### config.mk
export PLATFORM = sky130hd
export DESIGN_NAME = ema_peak_blend_filter_top_flat
export DESIGN_NICKNAME = d
export VERILOG_FILES = /design/src/rtl/core/epbf_pkg.sv /design/src/rtl/core/epbf_in_if.sv /design/src/rtl/core/epbf_out_if.sv /design/src/rtl/core/epbf_alu.sv /design/src/rtl/core/epbf_seq.sv /design/src/rtl/core/ema_peak_blend_filter_top.sv /design/src/flat_wrapper.sv
export SDC_FILE = /design/constraint.sdc
export NUM_CORES = 1
export LEC_CHECK = 0
export BUFFER_PORTS_ARGS = -buffer_cell sky130_fd_sc_hd__buf_4
export CORE_UTILIZATION = 30
export CTS_BUF_LIST = sky130_fd_sc_hd__clkbuf_16
export CTS_CLUSTER_SIZE = 28
export DETAILED_ROUTE_END_ITERATION = 6
export PLACE_DENSITY_LB_ADDON = 0.12
export SYNTH_ARGS = -nofsm -noshare
export SYNTH_HDL_FRONTEND = slang
export SYNTH_SLANG_ARGS = --single-unit
export TNS_END_PERCENT = 5
### constraint.sdc
create_clock -name clk -period 19.6 [get_ports clk]
set_clock_uncertainty 0.05 [all_clocks]
set_input_delay 0.98 -clock clk [delete_from_list [all_inputs] [get_ports clk]]
set_output_delay 0.98 -clock clk [all_outputs]
set_load 0.01 [all_outputs]
### src/rtl/core/epbf_pkg.sv
package epbf_pkg;

    localparam int OUT_W      = 16;
    localparam int WT_W       = 17;
    localparam int THR_W      = 16;
    localparam int CFG_W      = 17;
    localparam int CFG_ADDR_W = 2;
    localparam int KIND_W     = 2;
    localparam int MUL_STEPS  = 17;
    localparam int DIV_STEPS  = 16;
    localparam int CNT_W      = 5;
    localparam int WT_FRAC    = 16;
    localparam int OUT_MAX    = 32767;
    localparam int OUT_MIN    = -32768;

    localparam logic [WT_W-1:0] ONE_Q16 = 17'h10000;

    localparam logic [KIND_W-1:0] KIND_SAMPLE = 2'd0;
    localparam logic [KIND_W-1:0] KIND_READ   = 2'd1;
    localparam logic [KIND_W-1:0] KIND_LOAD   = 2'd2;

    localparam logic [CFG_ADDR_W-1:0] REG_WEIGHT = 2'd0;
    localparam logic [CFG_ADDR_W-1:0] REG_THRESH = 2'd1;

    typedef enum logic [3:0] {
        ST_IDLE,
        ST_DIFF,
        ST_ABS,
        ST_MUL,
        ST_UPD,
        ST_RCHK,
        ST_DIV,
        ST_RDIFF,
        ST_RSUM,
        ST_ROUT
    } state_t;

    typedef struct packed {
        state_t st;
        logic   in_ready;
    } ctrl_t;

    typedef struct packed {
        logic              in_fire;
        logic [KIND_W-1:0] in_kind;
        logic [KIND_W-1:0] kind;
        logic              go_blend;
        logic              full_wt;
        logic              out_free;
    } sts_t;

endpackage

### src/rtl/core/epbf_in_if.sv
interface epbf_in_if #(
    parameter int SAMPLE_WIDTH = 16
);
    logic                         valid;
    logic                         ready;
    logic [epbf_pkg::KIND_W-1:0]  kind;
    logic [SAMPLE_WIDTH-1:0]      sample;

    modport source (output valid, output kind, output sample, input ready);
    modport sink (input valid, input kind, input sample, output ready);
endinterface

### src/rtl/core/epbf_out_if.sv
interface epbf_out_if;
    logic                        valid;
    logic                        ready;
    logic [epbf_pkg::OUT_W-1:0]  value;
    logic                        blended;

    modport source (output valid, output value, output blended, input ready);
    modport sink (input valid, input value, input blended, output ready);
endinterface

### src/rtl/core/epbf_alu.sv
module epbf_alu #(
    parameter int W = 50
) (
    input  logic signed [W-1:0] a,
    input  logic signed [W-1:0] b,
    input  logic                sub,
    output logic signed [W-1:0] sum,
    output logic                neg
);

    logic [W-1:0] b_op;

    always_comb
    begin
        b_op = sub ? ~b : b;
        sum  = a + $signed(b_op) + $signed(W'(sub));
        neg  = sum[W-1];
    end

endmodule

### src/rtl/core/epbf_seq.sv
module epbf_seq (
    input  logic            clk,
    input  logic            rst_n,
    input  epbf_pkg::sts_t  sts,
    output epbf_pkg::ctrl_t ctrl
);

    epbf_pkg::state_t                state_reg;
    epbf_pkg::state_t                state_next;
    logic [epbf_pkg::CNT_W-1:0]      cnt_reg;
    logic [epbf_pkg::CNT_W-1:0]      cnt_next;
    logic                            last;

    assign last = (cnt_reg == '0);

    always_comb
    begin
        state_next = state_reg;
        cnt_next   = cnt_reg;
        case (state_reg)
            epbf_pkg::ST_IDLE:
            begin
                if (sts.in_fire)
                begin
                    if (sts.in_kind == epbf_pkg::KIND_SAMPLE)
                    begin
                        state_next = epbf_pkg::ST_DIFF;
                    end
                    else if (sts.in_kind == epbf_pkg::KIND_READ)
                    begin
                        state_next = epbf_pkg::ST_RCHK;
                    end
                end
            end
            epbf_pkg::ST_DIFF:
            begin
                state_next = epbf_pkg::ST_ABS;
            end
            epbf_pkg::ST_ABS:
            begin
                state_next = epbf_pkg::ST_MUL;
                cnt_next   = epbf_pkg::CNT_W'(epbf_pkg::MUL_STEPS - 1);
            end
            epbf_pkg::ST_MUL:
            begin
                cnt_next = cnt_reg - 1'b1;
                if (last)
                begin
                    state_next = (sts.kind == epbf_pkg::KIND_SAMPLE) ?
                                 epbf_pkg::ST_UPD : epbf_pkg::ST_RSUM;
                end
            end
            epbf_pkg::ST_UPD:
            begin
                state_next = epbf_pkg::ST_IDLE;
            end
            epbf_pkg::ST_RCHK:
            begin
                cnt_next = epbf_pkg::CNT_W'(epbf_pkg::DIV_STEPS - 1);
                if (!sts.go_blend)
                begin
                    state_next = epbf_pkg::ST_ROUT;
                end
                else if (sts.full_wt)
                begin
                    state_next = epbf_pkg::ST_RDIFF;
                end
                else
                begin
                    state_next = epbf_pkg::ST_DIV;
                end
            end
            epbf_pkg::ST_DIV:
            begin
                cnt_next = cnt_reg - 1'b1;
                if (last)
                begin
                    state_next = epbf_pkg::ST_RDIFF;
                end
            end
            epbf_pkg::ST_RDIFF:
            begin
                state_next = epbf_pkg::ST_MUL;
                cnt_next   = epbf_pkg::CNT_W'(epbf_pkg::MUL_STEPS - 1);
            end
            epbf_pkg::ST_RSUM:
            begin
                state_next = epbf_pkg::ST_ROUT;
            end
            epbf_pkg::ST_ROUT:
            begin
                if (sts.out_free)
                begin
                    state_next = epbf_pkg::ST_IDLE;
                end
            end
            default:
            begin
                state_next = epbf_pkg::ST_IDLE;
            end
        endcase
    end

    always_comb
    begin
        ctrl.st       = state_reg;
        ctrl.in_ready = (state_reg == epbf_pkg::ST_IDLE);
    end

    always_ff @(posedge clk or negedge rst_n)
    begin
        if (!rst_n)
        begin
            state_reg <= epbf_pkg::ST_IDLE;
            cnt_reg   <= '0;
        end
        else
        begin
            state_reg <= state_next;
            cnt_reg   <= cnt_next;
        end
    end

endmodule

### src/rtl/core/ema_peak_blend_filter_top.sv
// Per-axis sensor conditioner: a moving-average baseline with a peak hold over a window,
// built around one shared adder that a small sequencer steps through shift-add
// multiplies and a restoring divide. The block takes one item at a time. A load item is
// taken in idle; a sample runs difference, absolute value, 17-step multiply and update.
// A read goes from the threshold check to output unblended, via difference, 17-step
// multiply and sum at full blend weight, and via the 16-step divide first otherwise. A
// finished read result sits in an output register, so the next item is taken while it
// waits; only a second read then waits for the register to drain.
module ema_peak_blend_filter_top #(
    parameter int SAMPLE_WIDTH = 16,
    parameter int FRAC_BITS    = 16
) (
    input  logic                              clk,
    input  logic                              rst_n,
    epbf_in_if.sink                           items,
    epbf_out_if.source                        results,
    input  logic                              cfg_we,
    input  logic [epbf_pkg::CFG_ADDR_W-1:0]   cfg_addr,
    input  logic [epbf_pkg::CFG_W-1:0]        cfg_data
);

    localparam int QW = SAMPLE_WIDTH + FRAC_BITS;
    localparam int PW = QW + epbf_pkg::WT_W + 1;
    localparam int TW = epbf_pkg::THR_W + FRAC_BITS;
    localparam int CW = ((QW > TW) ? QW : TW) + 1;
    localparam int RW = ((SAMPLE_WIDTH + 1) > 17) ? (SAMPLE_WIDTH + 1) : 17;

    localparam logic signed [PW-1:0] ACC_INIT = PW'(1) << (epbf_pkg::WT_FRAC - 1);
    localparam logic signed [PW-1:0] HALF_LSB = PW'(1) << (FRAC_BITS - 1);
    localparam logic signed [RW-1:0] SAT_HI   = RW'(epbf_pkg::OUT_MAX);
    localparam logic signed [RW-1:0] SAT_LO   = RW'(epbf_pkg::OUT_MIN);

    epbf_pkg::ctrl_t ctrl;
    epbf_pkg::sts_t  sts;

    logic [epbf_pkg::WT_W-1:0]       weight_reg;
    logic [epbf_pkg::THR_W-1:0]      thr_reg;
    logic signed [QW-1:0]            baseline_reg;
    logic signed [QW-1:0]            baseline_next;
    logic signed [QW-1:0]            peak_val_reg;
    logic signed [QW-1:0]            peak_val_next;
    logic [QW-1:0]                   peak_dev_reg;
    logic [QW-1:0]                   peak_dev_next;
    logic                            out_valid_reg;
    logic                            out_valid_next;

    logic [epbf_pkg::KIND_W-1:0]     kind_reg;
    logic signed [QW-1:0]            samp_reg;
    logic signed [PW-1:0]            mcand_reg;
    logic signed [PW-1:0]            mcand_next;
    logic signed [PW-1:0]            acc_reg;
    logic signed [PW-1:0]            acc_next;
    logic [epbf_pkg::WT_W-1:0]       mult_reg;
    logic [epbf_pkg::WT_W-1:0]       mult_next;
    logic signed [PW-1:0]            rem_reg;
    logic signed [PW-1:0]            rem_next;
    logic signed [QW-1:0]            v_reg;
    logic signed [QW-1:0]            v_next;
    logic                            blend_reg;
    logic                            blend_next;
    logic [epbf_pkg::OUT_W-1:0]      value_reg;
    logic [epbf_pkg::OUT_W-1:0]      value_next;
    logic                            blended_reg;
    logic                            blended_next;

    logic signed [PW-1:0]            alu_a;
    logic signed [PW-1:0]            alu_b;
    logic                            alu_sub;
    logic signed [PW-1:0]            alu_sum;
    logic                            alu_neg;

    logic                            in_fire;
    logic                            out_free;
    logic signed [QW-1:0]            s_in;
    logic [TW-1:0]                   thr_q;
    logic [CW-1:0]                   pd_c;
    logic [CW-1:0]                   t_c;
    logic [QW-1:0]                   dev_abs;
    logic signed [SAMPLE_WIDTH:0]    r_sh;
    logic signed [RW-1:0]            r_ext;

    assign in_fire  = items.valid && ctrl.in_ready;
    assign out_free = !out_valid_reg || results.ready;
    assign s_in     = {items.sample, {FRAC_BITS{1'b0}}};
    assign thr_q    = {thr_reg, {FRAC_BITS{1'b0}}};
    assign pd_c     = CW'(peak_dev_reg);
    assign t_c      = CW'(thr_q);

    assign sts.in_fire  = in_fire;
    assign sts.in_kind  = items.kind;
    assign sts.kind     = kind_reg;
    assign sts.go_blend = (thr_reg != '0) && (pd_c > t_c);
    assign sts.full_wt  = (pd_c >= (t_c << 1));
    assign sts.out_free = out_free;

    assign items.ready     = ctrl.in_ready;
    assign results.valid   = out_valid_reg;
    assign results.value   = value_reg;
    assign results.blended = blended_reg;

    epbf_seq u_seq (
        .clk   (clk),
        .rst_n (rst_n),
        .sts   (sts),
        .ctrl  (ctrl)
    );

    epbf_alu #(
        .W (PW)
    ) u_alu (
        .a   (alu_a),
        .b   (alu_b),
        .sub (alu_sub),
        .sum (alu_sum),
        .neg (alu_neg)
    );

    always_comb
    begin
        alu_a   = '0;
        alu_b   = '0;
        alu_sub = 1'b0;
        case (ctrl.st)
            epbf_pkg::ST_DIFF:
            begin
                alu_a   = PW'(samp_reg);
                alu_b   = PW'(baseline_reg);
                alu_sub = 1'b1;
            end
            epbf_pkg::ST_ABS:
            begin
                alu_b   = mcand_reg;
                alu_sub = 1'b1;
            end
            epbf_pkg::ST_MUL:
            begin
                alu_a = acc_reg;
                alu_b = mult_reg[0] ? mcand_reg : '0;
            end
            epbf_pkg::ST_UPD, epbf_pkg::ST_RSUM:
            begin
                alu_a = PW'(baseline_reg);
                alu_b = acc_reg >>> epbf_pkg::WT_FRAC;
            end
            epbf_pkg::ST_RCHK:
            begin
                alu_a   = PW'(peak_dev_reg);
                alu_b   = PW'(thr_q);
                alu_sub = 1'b1;
            end
            epbf_pkg::ST_DIV:
            begin
                alu_a   = {rem_reg[PW-2:0], 1'b0};
                alu_b   = PW'(thr_q);
                alu_sub = 1'b1;
            end
            epbf_pkg::ST_RDIFF:
            begin
                alu_a   = PW'(peak_val_reg);
                alu_b   = PW'(baseline_reg);
                alu_sub = 1'b1;
            end
            epbf_pkg::ST_ROUT:
            begin
                alu_a = PW'(v_reg);
                alu_b = HALF_LSB;
            end
            default:
            begin
                alu_a = '0;
            end
        endcase
    end

    always_comb
    begin
        dev_abs = mcand_reg[PW-1] ? alu_sum[QW-1:0] : mcand_reg[QW-1:0];
        r_sh    = alu_sum[QW:FRAC_BITS];
        r_ext   = RW'(r_sh);
        if (r_ext > SAT_HI)
        begin
            value_next = epbf_pkg::OUT_W'(SAT_HI);
        end
        else if (r_ext < SAT_LO)
        begin
            value_next = epbf_pkg::OUT_W'(SAT_LO);
        end
        else
        begin
            value_next = r_ext[epbf_pkg::OUT_W-1:0];
        end
        blended_next = blend_reg;
    end

    always_comb
    begin
        baseline_next  = baseline_reg;
        peak_val_next  = peak_val_reg;
        peak_dev_next  = peak_dev_reg;
        out_valid_next = out_valid_reg && !results.ready;
        mcand_next     = mcand_reg;
        acc_next       = acc_reg;
        mult_next      = mult_reg;
        rem_next       = rem_reg;
        v_next         = v_reg;
        blend_next     = blend_reg;
        case (ctrl.st)
            epbf_pkg::ST_IDLE:
            begin
                if (in_fire && (items.kind == epbf_pkg::KIND_LOAD))
                begin
                    baseline_next = s_in;
                    peak_val_next = s_in;
                    peak_dev_next = '0;
                end
            end
            epbf_pkg::ST_DIFF:
            begin
                mcand_next = alu_sum;
            end
            epbf_pkg::ST_ABS:
            begin
                if (dev_abs > peak_dev_reg)
                begin
                    peak_dev_next = dev_abs;
                    peak_val_next = samp_reg;
                end
                acc_next  = ACC_INIT;
                mult_next = weight_reg;
            end
            epbf_pkg::ST_MUL:
            begin
                acc_next   = alu_sum;
                mcand_next = mcand_reg <<< 1;
                mult_next  = mult_reg >> 1;
            end
            epbf_pkg::ST_UPD:
            begin
                baseline_next = alu_sum[QW-1:0];
            end
            epbf_pkg::ST_RCHK:
            begin
                rem_next   = alu_sum;
                mult_next  = sts.full_wt ? epbf_pkg::ONE_Q16 : '0;
                v_next     = baseline_reg;
                blend_next = sts.go_blend;
            end
            epbf_pkg::ST_DIV:
            begin
                if (!alu_neg)
                begin
                    rem_next = alu_sum;
                end
                else
                begin
                    rem_next = {rem_reg[PW-2:0], 1'b0};
                end
                mult_next = {mult_reg[epbf_pkg::WT_W-2:0], !alu_neg};
            end
            epbf_pkg::ST_RDIFF:
            begin
                mcand_next = alu_sum;
                acc_next   = ACC_INIT;
            end
            epbf_pkg::ST_RSUM:
            begin
                v_next = alu_sum[QW-1:0];
            end
            epbf_pkg::ST_ROUT:
            begin
                if (out_free)
                begin
                    out_valid_next = 1'b1;
                    peak_dev_next  = '0;
                    peak_val_next  = baseline_reg;
                end
            end
            default:
            begin
                v_next = v_reg;
            end
        endcase
    end

    always_ff @(posedge clk or negedge rst_n)
    begin
        if (!rst_n)
        begin
            weight_reg    <= epbf_pkg::WT_W'(6554);
            thr_reg       <= '0;
            baseline_reg  <= '0;
            peak_val_reg  <= '0;
            peak_dev_reg  <= '0;
            out_valid_reg <= 1'b0;
        end
        else
        begin
            baseline_reg  <= baseline_next;
            peak_val_reg  <= peak_val_next;
            peak_dev_reg  <= peak_dev_next;
            out_valid_reg <= out_valid_next;
            if (cfg_we)
            begin
                case (cfg_addr)
                    epbf_pkg::REG_WEIGHT:
                    begin
                        weight_reg <= (cfg_data > epbf_pkg::ONE_Q16) ?
                                      epbf_pkg::ONE_Q16 : cfg_data;
                    end
                    epbf_pkg::REG_THRESH:
                    begin
                        thr_reg <= cfg_data[epbf_pkg::THR_W-1:0];
                    end
                    default:
                    begin
                        thr_reg <= thr_reg;
                    end
                endcase
            end
        end
    end

    always_ff @(posedge clk)
    begin
        if (in_fire)
        begin
            kind_reg <= items.kind;
            samp_reg <= s_in;
        end
        mcand_reg <= mcand_next;
        acc_reg   <= acc_next;
        mult_reg  <= mult_next;
        rem_reg   <= rem_next;
        v_reg     <= v_next;
        blend_reg <= blend_next;
        if ((ctrl.st == epbf_pkg::ST_ROUT) && out_free)
        begin
            value_reg   <= value_next;
            blended_reg <= blended_next;
        end
    end

    assert property (@(posedge clk) disable iff (!rst_n)
        $rose(results.valid) |-> $past(ctrl.st == epbf_pkg::ST_ROUT))
        else $error("result appeared without a finished read");

    assert property (@(posedge clk) disable iff (!rst_n)
        (ctrl.st == epbf_pkg::ST_DIV) |-> !mult_reg[epbf_pkg::WT_W-1])
        else $error("divide quotient overflowed its weight range");

    assert property (@(posedge clk) disable iff (!rst_n)
        (results.valid && results.blended) |-> (thr_reg != '0))
        else $error("blended result with blending disabled");

    assert property (@(posedge clk) disable iff (!rst_n)
        (ctrl.st == epbf_pkg::ST_UPD) |=> (ctrl.st == epbf_pkg::ST_IDLE && !results.valid) ||
                                          (ctrl.st == epbf_pkg::ST_IDLE))
        else $error("sample update did not return to idle");

endmodule
### src/flat_wrapper.sv
// flat-port wrapper written by rule: the top's interface ports become plain ports
module ema_peak_blend_filter_top_flat 
#(
    parameter int SAMPLE_WIDTH = 16,
    parameter int FRAC_BITS    = 16
)
  (clk, rst_n, cfg_we, cfg_addr, cfg_data, items_valid, items_kind, items_sample, items_ready, results_valid, results_value, results_blended, results_ready);
  epbf_in_if #(.SAMPLE_WIDTH(SAMPLE_WIDTH)) items_i ();
  epbf_out_if results_i ();
  input  logic clk;
  input  logic rst_n;
  input  logic cfg_we;
  input  logic [epbf_pkg::CFG_ADDR_W-1:0] cfg_addr;
  input  logic [epbf_pkg::CFG_W-1:0] cfg_data;
  input wire logic [$bits(items_i.valid)-1:0] items_valid;
  input wire logic [$bits(items_i.kind)-1:0] items_kind;
  input wire logic [$bits(items_i.sample)-1:0] items_sample;
  output wire logic [$bits(items_i.ready)-1:0] items_ready;
  output wire logic [$bits(results_i.valid)-1:0] results_valid;
  output wire logic [$bits(results_i.value)-1:0] results_value;
  output wire logic [$bits(results_i.blended)-1:0] results_blended;
  input wire logic [$bits(results_i.ready)-1:0] results_ready;
  assign items_i.valid = items_valid;
  assign items_i.kind = items_kind;
  assign items_i.sample = items_sample;
  assign items_ready = items_i.ready;
  assign results_valid = results_i.valid;
  assign results_value = results_i.value;
  assign results_blended = results_i.blended;
  assign results_i.ready = results_ready;
  ema_peak_blend_filter_top #(.SAMPLE_WIDTH(SAMPLE_WIDTH), .FRAC_BITS(FRAC_BITS)) u_core (.clk(clk), .rst_n(rst_n), .items(items_i), .results(results_i), .cfg_we(cfg_we), .cfg_addr(cfg_addr), .cfg_data(cfg_data));
endmodule
==> metrics.csv, run 1 <==
metric,value,unit
Final nets,2391,
fmax,103,MHz
sequential fraction of the synthesis area,46.2,%
Synthesized Nets,2403,
CP max stage cell,dfrtp_1,
Overall Global Routing Usage,23.0,%
CTS Sinks,373,
Min Hold Slack,0.352,ns
"CP delay by family, top",compound AO/OA/AOI/OAI gates,
final hold viol count,0,
Post-synth EDFFs,234,
Layout area overhead,12.7,%
first-pass GRT wire length,132000,um
Initial Util,30.5,%
# Max-Cap Violations,0,
Slew HR,22.8,%
DR vias/cell,5.81,
DRC viols,8,
Tmin final,9.71,ns
FF+latch area,10500,sq um
Max H-tree Level,2,
Top Ports,61,
Setup WS pre-CTS,10.00,ns
RSZ-0062 raised after global routing,false,
synthesized flop and latch total,373,
antenna-violating nets left,0,
Final Setup Violations,0,
failing checks,design-rule violations,
Post-synth top flop,edfxtp_1,
footprint of the multi-input gates,11300,sq um
CTS resizes,0,
mapped cell area,22800,sq um
Max Transition Viols Final,0,
CP max stage delay,0.88,ns
Worst Reg-to-Reg Cells,26,
Inserted Diodes,0,
worst reg2reg startpoint,u_core.u_seq.state_reg[2]$_DFFE_PN0P_,
initial antenna violation count,1,
hold-fix buffers at CTS,0,
CP arrival,10.09,ns
chip height,277,um
Clock transition at path regs,0.06,ns
FF-to-FF setup slack,9.89,ns
Skew-Pair Late Insertion Delay,0.60,ns
"leading cell types in the layout, fill and taps excluded","nand2_1 (314), edfxtp_1 (234), o21ai_0 (191), dfrtp_1 (132), inv_1 (120)",
Sum Neg Setup Slack,0,ns
Crit. End Element,flop,
actual slew at the worst max-slew pin,1.16,ns
largest net degree at the start of global routing,66,
worst hold path type,input pin to asynchronous set/reset pin,
Critical Path RT,19.98,ns
1st-pass router iterations,7,
FP Rows,100,
"Avg Cell Area, Syn",10.1,sq um
clock root buffer,clkbuf_16,
Critical Path Most Common Cell,a21oi_1,
CTS Buf Count,46,
Max Root-Sink Buffers,3,
vias,18833,
warning count from the yosys run,0,
Crit Path Category,flop to flop,
floorplan core area,74700,sq um
I/O Buffers,60,
Syn Inst Count,2247,
iteration-0 DRC count of the detailed router,2344,
crit share post-route,49.5,%
overall routed net length,89700,um
CP Buf/Inv Count,3,
Netlist cell types,98,
Die W,277,um
"commonest non-fill, non-tap cell in the layout",nand2_1,
CTS tree,built,
setup ws final,9.89,ns
die footprint,77000,sq um
status,"complete, but fails checks",
global route overflow,0,
CP max FO,65,
startpoint types,flop,
vias in the first global route,18509,
Fill cells,7551,
GP Congestion,0.965,
reg2reg end,u_core.peak_dev_reg[19]$_DFFE_PN0P_,
Final Cell Area,25700,sq um
wire per inst,27.7,um
layout cells sized above 1,13.6,%
HPWL Detailed,61000,um
placed inst area,24200,sq um
setup bufs post-CTS,0,
ys async rst share,37.3,%
-- routing by layer --
metal / wire length [um] / vias up / GRT usage (%) / part of all wire (%)
li1: - / 8417 / - / -
met1: 42400 / 9609 / 33.5 / 47
met2: 39300 / 685 / 35.3 / 44
met3: 5450 / 122 / 3.05 / 6.1
met4: 2480 / 0 / 6.97 / 2.8
met5: 0 / - / 0 / 0
-- worst max-delay path by stage --
stage	start	to	slack (ns)	depth (start not counted)
global placement	u_core.u_seq.state_reg[2]$_DFFE_PN0P_	u_core.peak_dev_reg[26]$_DFFE_PN0P_	10.31	27
finish	u_core.u_seq.state_reg[2]$_DFFE_PN0P_	u_core.peak_dev_reg[19]$_DFFE_PN0P_	9.89	26
floorplan	u_core.u_seq.state_reg[1]$_DFFE_PN0P_	u_core.peak_val_reg[21]$_DFFE_PN0P_	11.76	31
detailed placement	u_core.u_seq.state_reg[2]$_DFFE_PN0P_	u_core.peak_dev_reg[26]$_DFFE_PN0P_	10.00	27
global route	u_core.u_seq.state_reg[2]$_DFFE_PN0P_	u_core.peak_dev_reg[19]$_DFFE_PN0P_	9.21	26
CTS	u_core.u_seq.state_reg[2]$_DFFE_PN0P_	u_core.peak_dev_reg[26]$_DFFE_PN0P_	9.97	27
-- through the flow --
stage	util (%)	instances
2_1_floorplan	-	2247
3_3_place_gp	32.4	3156
3_5_place_dp	32.4	3156
4_1_cts	34.3	3241
5_1_grt	34.3	3241
6_report	34.3	3241
-- synth_stat cells, drive strengths merged (26+ instances only) --
master  count  share of area (%)
xnor2      84                3.2
a22o       33                1.3
a222oi     94                4.1
nor2       87                1.4
o21ai     202                4.5
inv       106                1.7
a22oi      50                1.6
a21oi     108                2.4
edfxtp    234                 31
clkbuf    129                2.1
ha        113                6.2
a21o       56                1.8
dfrtp     132                 15
nand3      32               0.70
nand2     316                5.2
nor3       26               0.64
mux2       61                3.2
xor2       33                1.4
buf        32               0.88
-- cells by family (layout without fill, tap and decap cells) --
family                   count (synthesis)  count (layout)  share of synthesized area (%)
XOR/XNOR                               117             117                           4.59
flip-flops                             373             373                           46.2
buffers and inverters                  268             293                           4.77
adder cells (fa/ha/maj)                129             129                           7.04
multiplexers                            71              71                           3.62
AO/OA/AOI/OAI                          705             705                           22.0
AND/OR/NAND/NOR                        584             584                           11.7
-- layout make-up --
type / count / share of cell area (%)
clock buffer: 50 / 4.88
clock inverter: 35 / 0.790
inverter: 107 / 1.57
multi-input combinational: 1606 / 44.1
sequential: 373 / 41.0
tap: 969 / 4.73
timing repair buffer: 101 / 2.97
Power of run 1 is not shown: default switching activity piles up to over one toggle a cycle in this logic, so the estimate is an artifact.
==> inputs of run 2 (changes only) <==
- clock period: 19.6 -> 8.2 ns (I/O delays scaled with it)
==> metrics.csv, run 2 (synthesis results as in run 1) <==
metric,value,unit,change
CTS Sinks,373,,unchanged
DR vias/cell,5.71,,-1.7%
Initial Util,30.5,%,unchanged
Inserted Diodes,0,,unchanged
Final nets,2446,,+2.3%
HPWL Detailed,63300,um,+3.8%
FF-to-FF setup slack,0.46,ns,-9.43 ns
wire per inst,27.7,um,about the same
initial antenna violation count,1,,unchanged
fmax,129,MHz,+26%
global route overflow,0,,unchanged
Layout area overhead,16.0,%,
"commonest non-fill, non-tap cell in the layout",nand2_1,,
CP arrival,8.19,ns,-1.90 ns
Crit Path Category,flop to flop,,
vias in the first global route,18733,,+1.2%
Crit. End Element,flop,,
Max Transition Viols Final,0,,unchanged
Slew HR,15.7,%,-7.0 points
GP Congestion,0.867,,-10%
setup bufs post-CTS,0,,unchanged
CTS Buf Count,47,,+2.2%
RSZ-0062 raised after global routing,false,,
vias,18834,,+0.0053%
status,finished clean,,
first-pass GRT wire length,133000,um,+1.0%
Crit path depth,26,,unchanged
layout cells sized above 1,14.6,%,+1.1 points
Critical Path Most Common Cell,buf_12,,
CP Buf/Inv Count,4,,+1
I/O Buffers,60,,unchanged
antenna-violating nets left,0,,unchanged
actual slew at the worst max-slew pin,1.26,ns,+0.105 ns
reg2reg end,u_core.peak_dev_reg[12]$_DFFE_PN0P_,,
CP max stage cell,a222oi_1,,
Sum Neg Setup Slack,0,ns,unchanged
FP Rows,100,,unchanged
final hold viol count,0,,unchanged
# Max-Cap Violations,0,,unchanged
Worst Reg-to-Reg Cells,26,,unchanged
largest net degree at the start of global routing,66,,unchanged
Clock transition at path regs,0.06,ns,about the same
worst hold path type,input pin to flop,,
1st-pass router iterations,6,,-1
floorplan core area,74700,sq um,unchanged
crit path launch,u_core.u_seq.state_reg[2]$_DFFE_PN0P_,,
end of the critical path,u_core.peak_dev_reg[12]$_DFFE_PN0P_,,
Die W,277,um,unchanged
die footprint,77000,sq um,unchanged
iteration-0 DRC count of the detailed router,2259,,-3.6%
startpoint types,flop,,
"leading cell types in the layout, fill and taps excluded","nand2_1 (314), edfxtp_1 (234), o21ai_0 (191), dfrtp_1 (129), inv_1 (118)",,
Critical Path RT,8.65,ns,-11.33 ns
Top Ports,61,,unchanged
chip height,277,um,unchanged
CP max stage delay,0.89,ns,about the same
clock root buffer,clkbuf_16,,
CTS tree,built,,
Max H-tree Level,2,,unchanged
crit share post-route,94.3,%,+45 points
Tmin final,7.74,ns,-1.97 ns
CP max FO,31,,-52%
Max Root-Sink Buffers,3,,unchanged
Final Setup Violations,0,,unchanged
Skew-Pair Late Insertion Delay,0.60,ns,about the same
DRC viols,0,,-8
Overall Global Routing Usage,23.4,%,+0.40 points
"CP delay by family, top",compound AO/OA/AOI/OAI gates,,
overall routed net length,91200,um,+1.7%
worst reg2reg startpoint,u_core.u_seq.state_reg[2]$_DFFE_PN0P_,,
-- run 2: layout make-up --
class	instances	area, sq um
Clock inverter	38	320
Multi-Input combinational cell	1606	11300
Timing Repair Buffer	155	1380
Clock buffer	50	1250
Inverter	107	402
Fill cell	7479	48300
Sequential cell	373	10500
Tap cell	969	1210
-- run 2: worst min path at each step --
stage / startpoint / end / slack, ns / depth (start not counted)
5_1_grt: cfg_data[14] / u_core.weight_reg[14]$_DFFE_PN0P_ / 0.01 / 2
3_5_place_dp: rst_n / u_core.u_seq.cnt_reg[1]$_DFFE_PN0P_ / 0.30 / 1
2_1_floorplan: rst_n / u_core.baseline_reg[0]$_DFFE_PN0P_ / 0.06 / 0
6_report: cfg_data[14] / u_core.weight_reg[14]$_DFFE_PN0P_ / 0.03 / 2
3_3_place_gp: rst_n / u_core.u_seq.cnt_reg[1]$_DFFE_PN0P_ / 0.29 / 1
4_1_cts: cfg_data[14] / u_core.weight_reg[14]$_DFFE_PN0P_ / 0.004 / 2
-- run 2: per-stage QoR --
step / worst slack [ns] / utilization (%) / cell area, sq um / instances / hold slack [ns]
global route: 0.0408 / 35.3 / 26400 / 3298 / 0.0103
global placement: 0.492 / 32.8 / 24500 / 3181 / 0.295
finish: 0.465 / 35.3 / 26400 / 3298 / 0.0325
floorplan: 0.355 / - / 22800 / 2247 / 0.0644
detailed placement: 0.219 / 32.8 / 24500 / 3181 / 0.302
CTS: 0.214 / 35.3 / 26400 / 3298 / 0.00435
-- run 2: layer usage --
layer / up-vias / GRT usage (%) / wire length (um)
li1: 8533 / - / -
met1: 9469 / 33.2 / 41600
met2: 701 / 36.0 / 40000
met3: 131 / 4.23 / 6470
met4: 0 / 7.65 / 3130
met5: - / 0 / 0
-- run 2: repair_timing --
action | in CTS | in global routing
endpoints found under the hold margin | 67 | 0
hold buffers | 29 | 0
gates resized for setup | 0 | 5
endpoints found under the setup margin | 0 | 64
Power of run 2 is left out for the same reason.
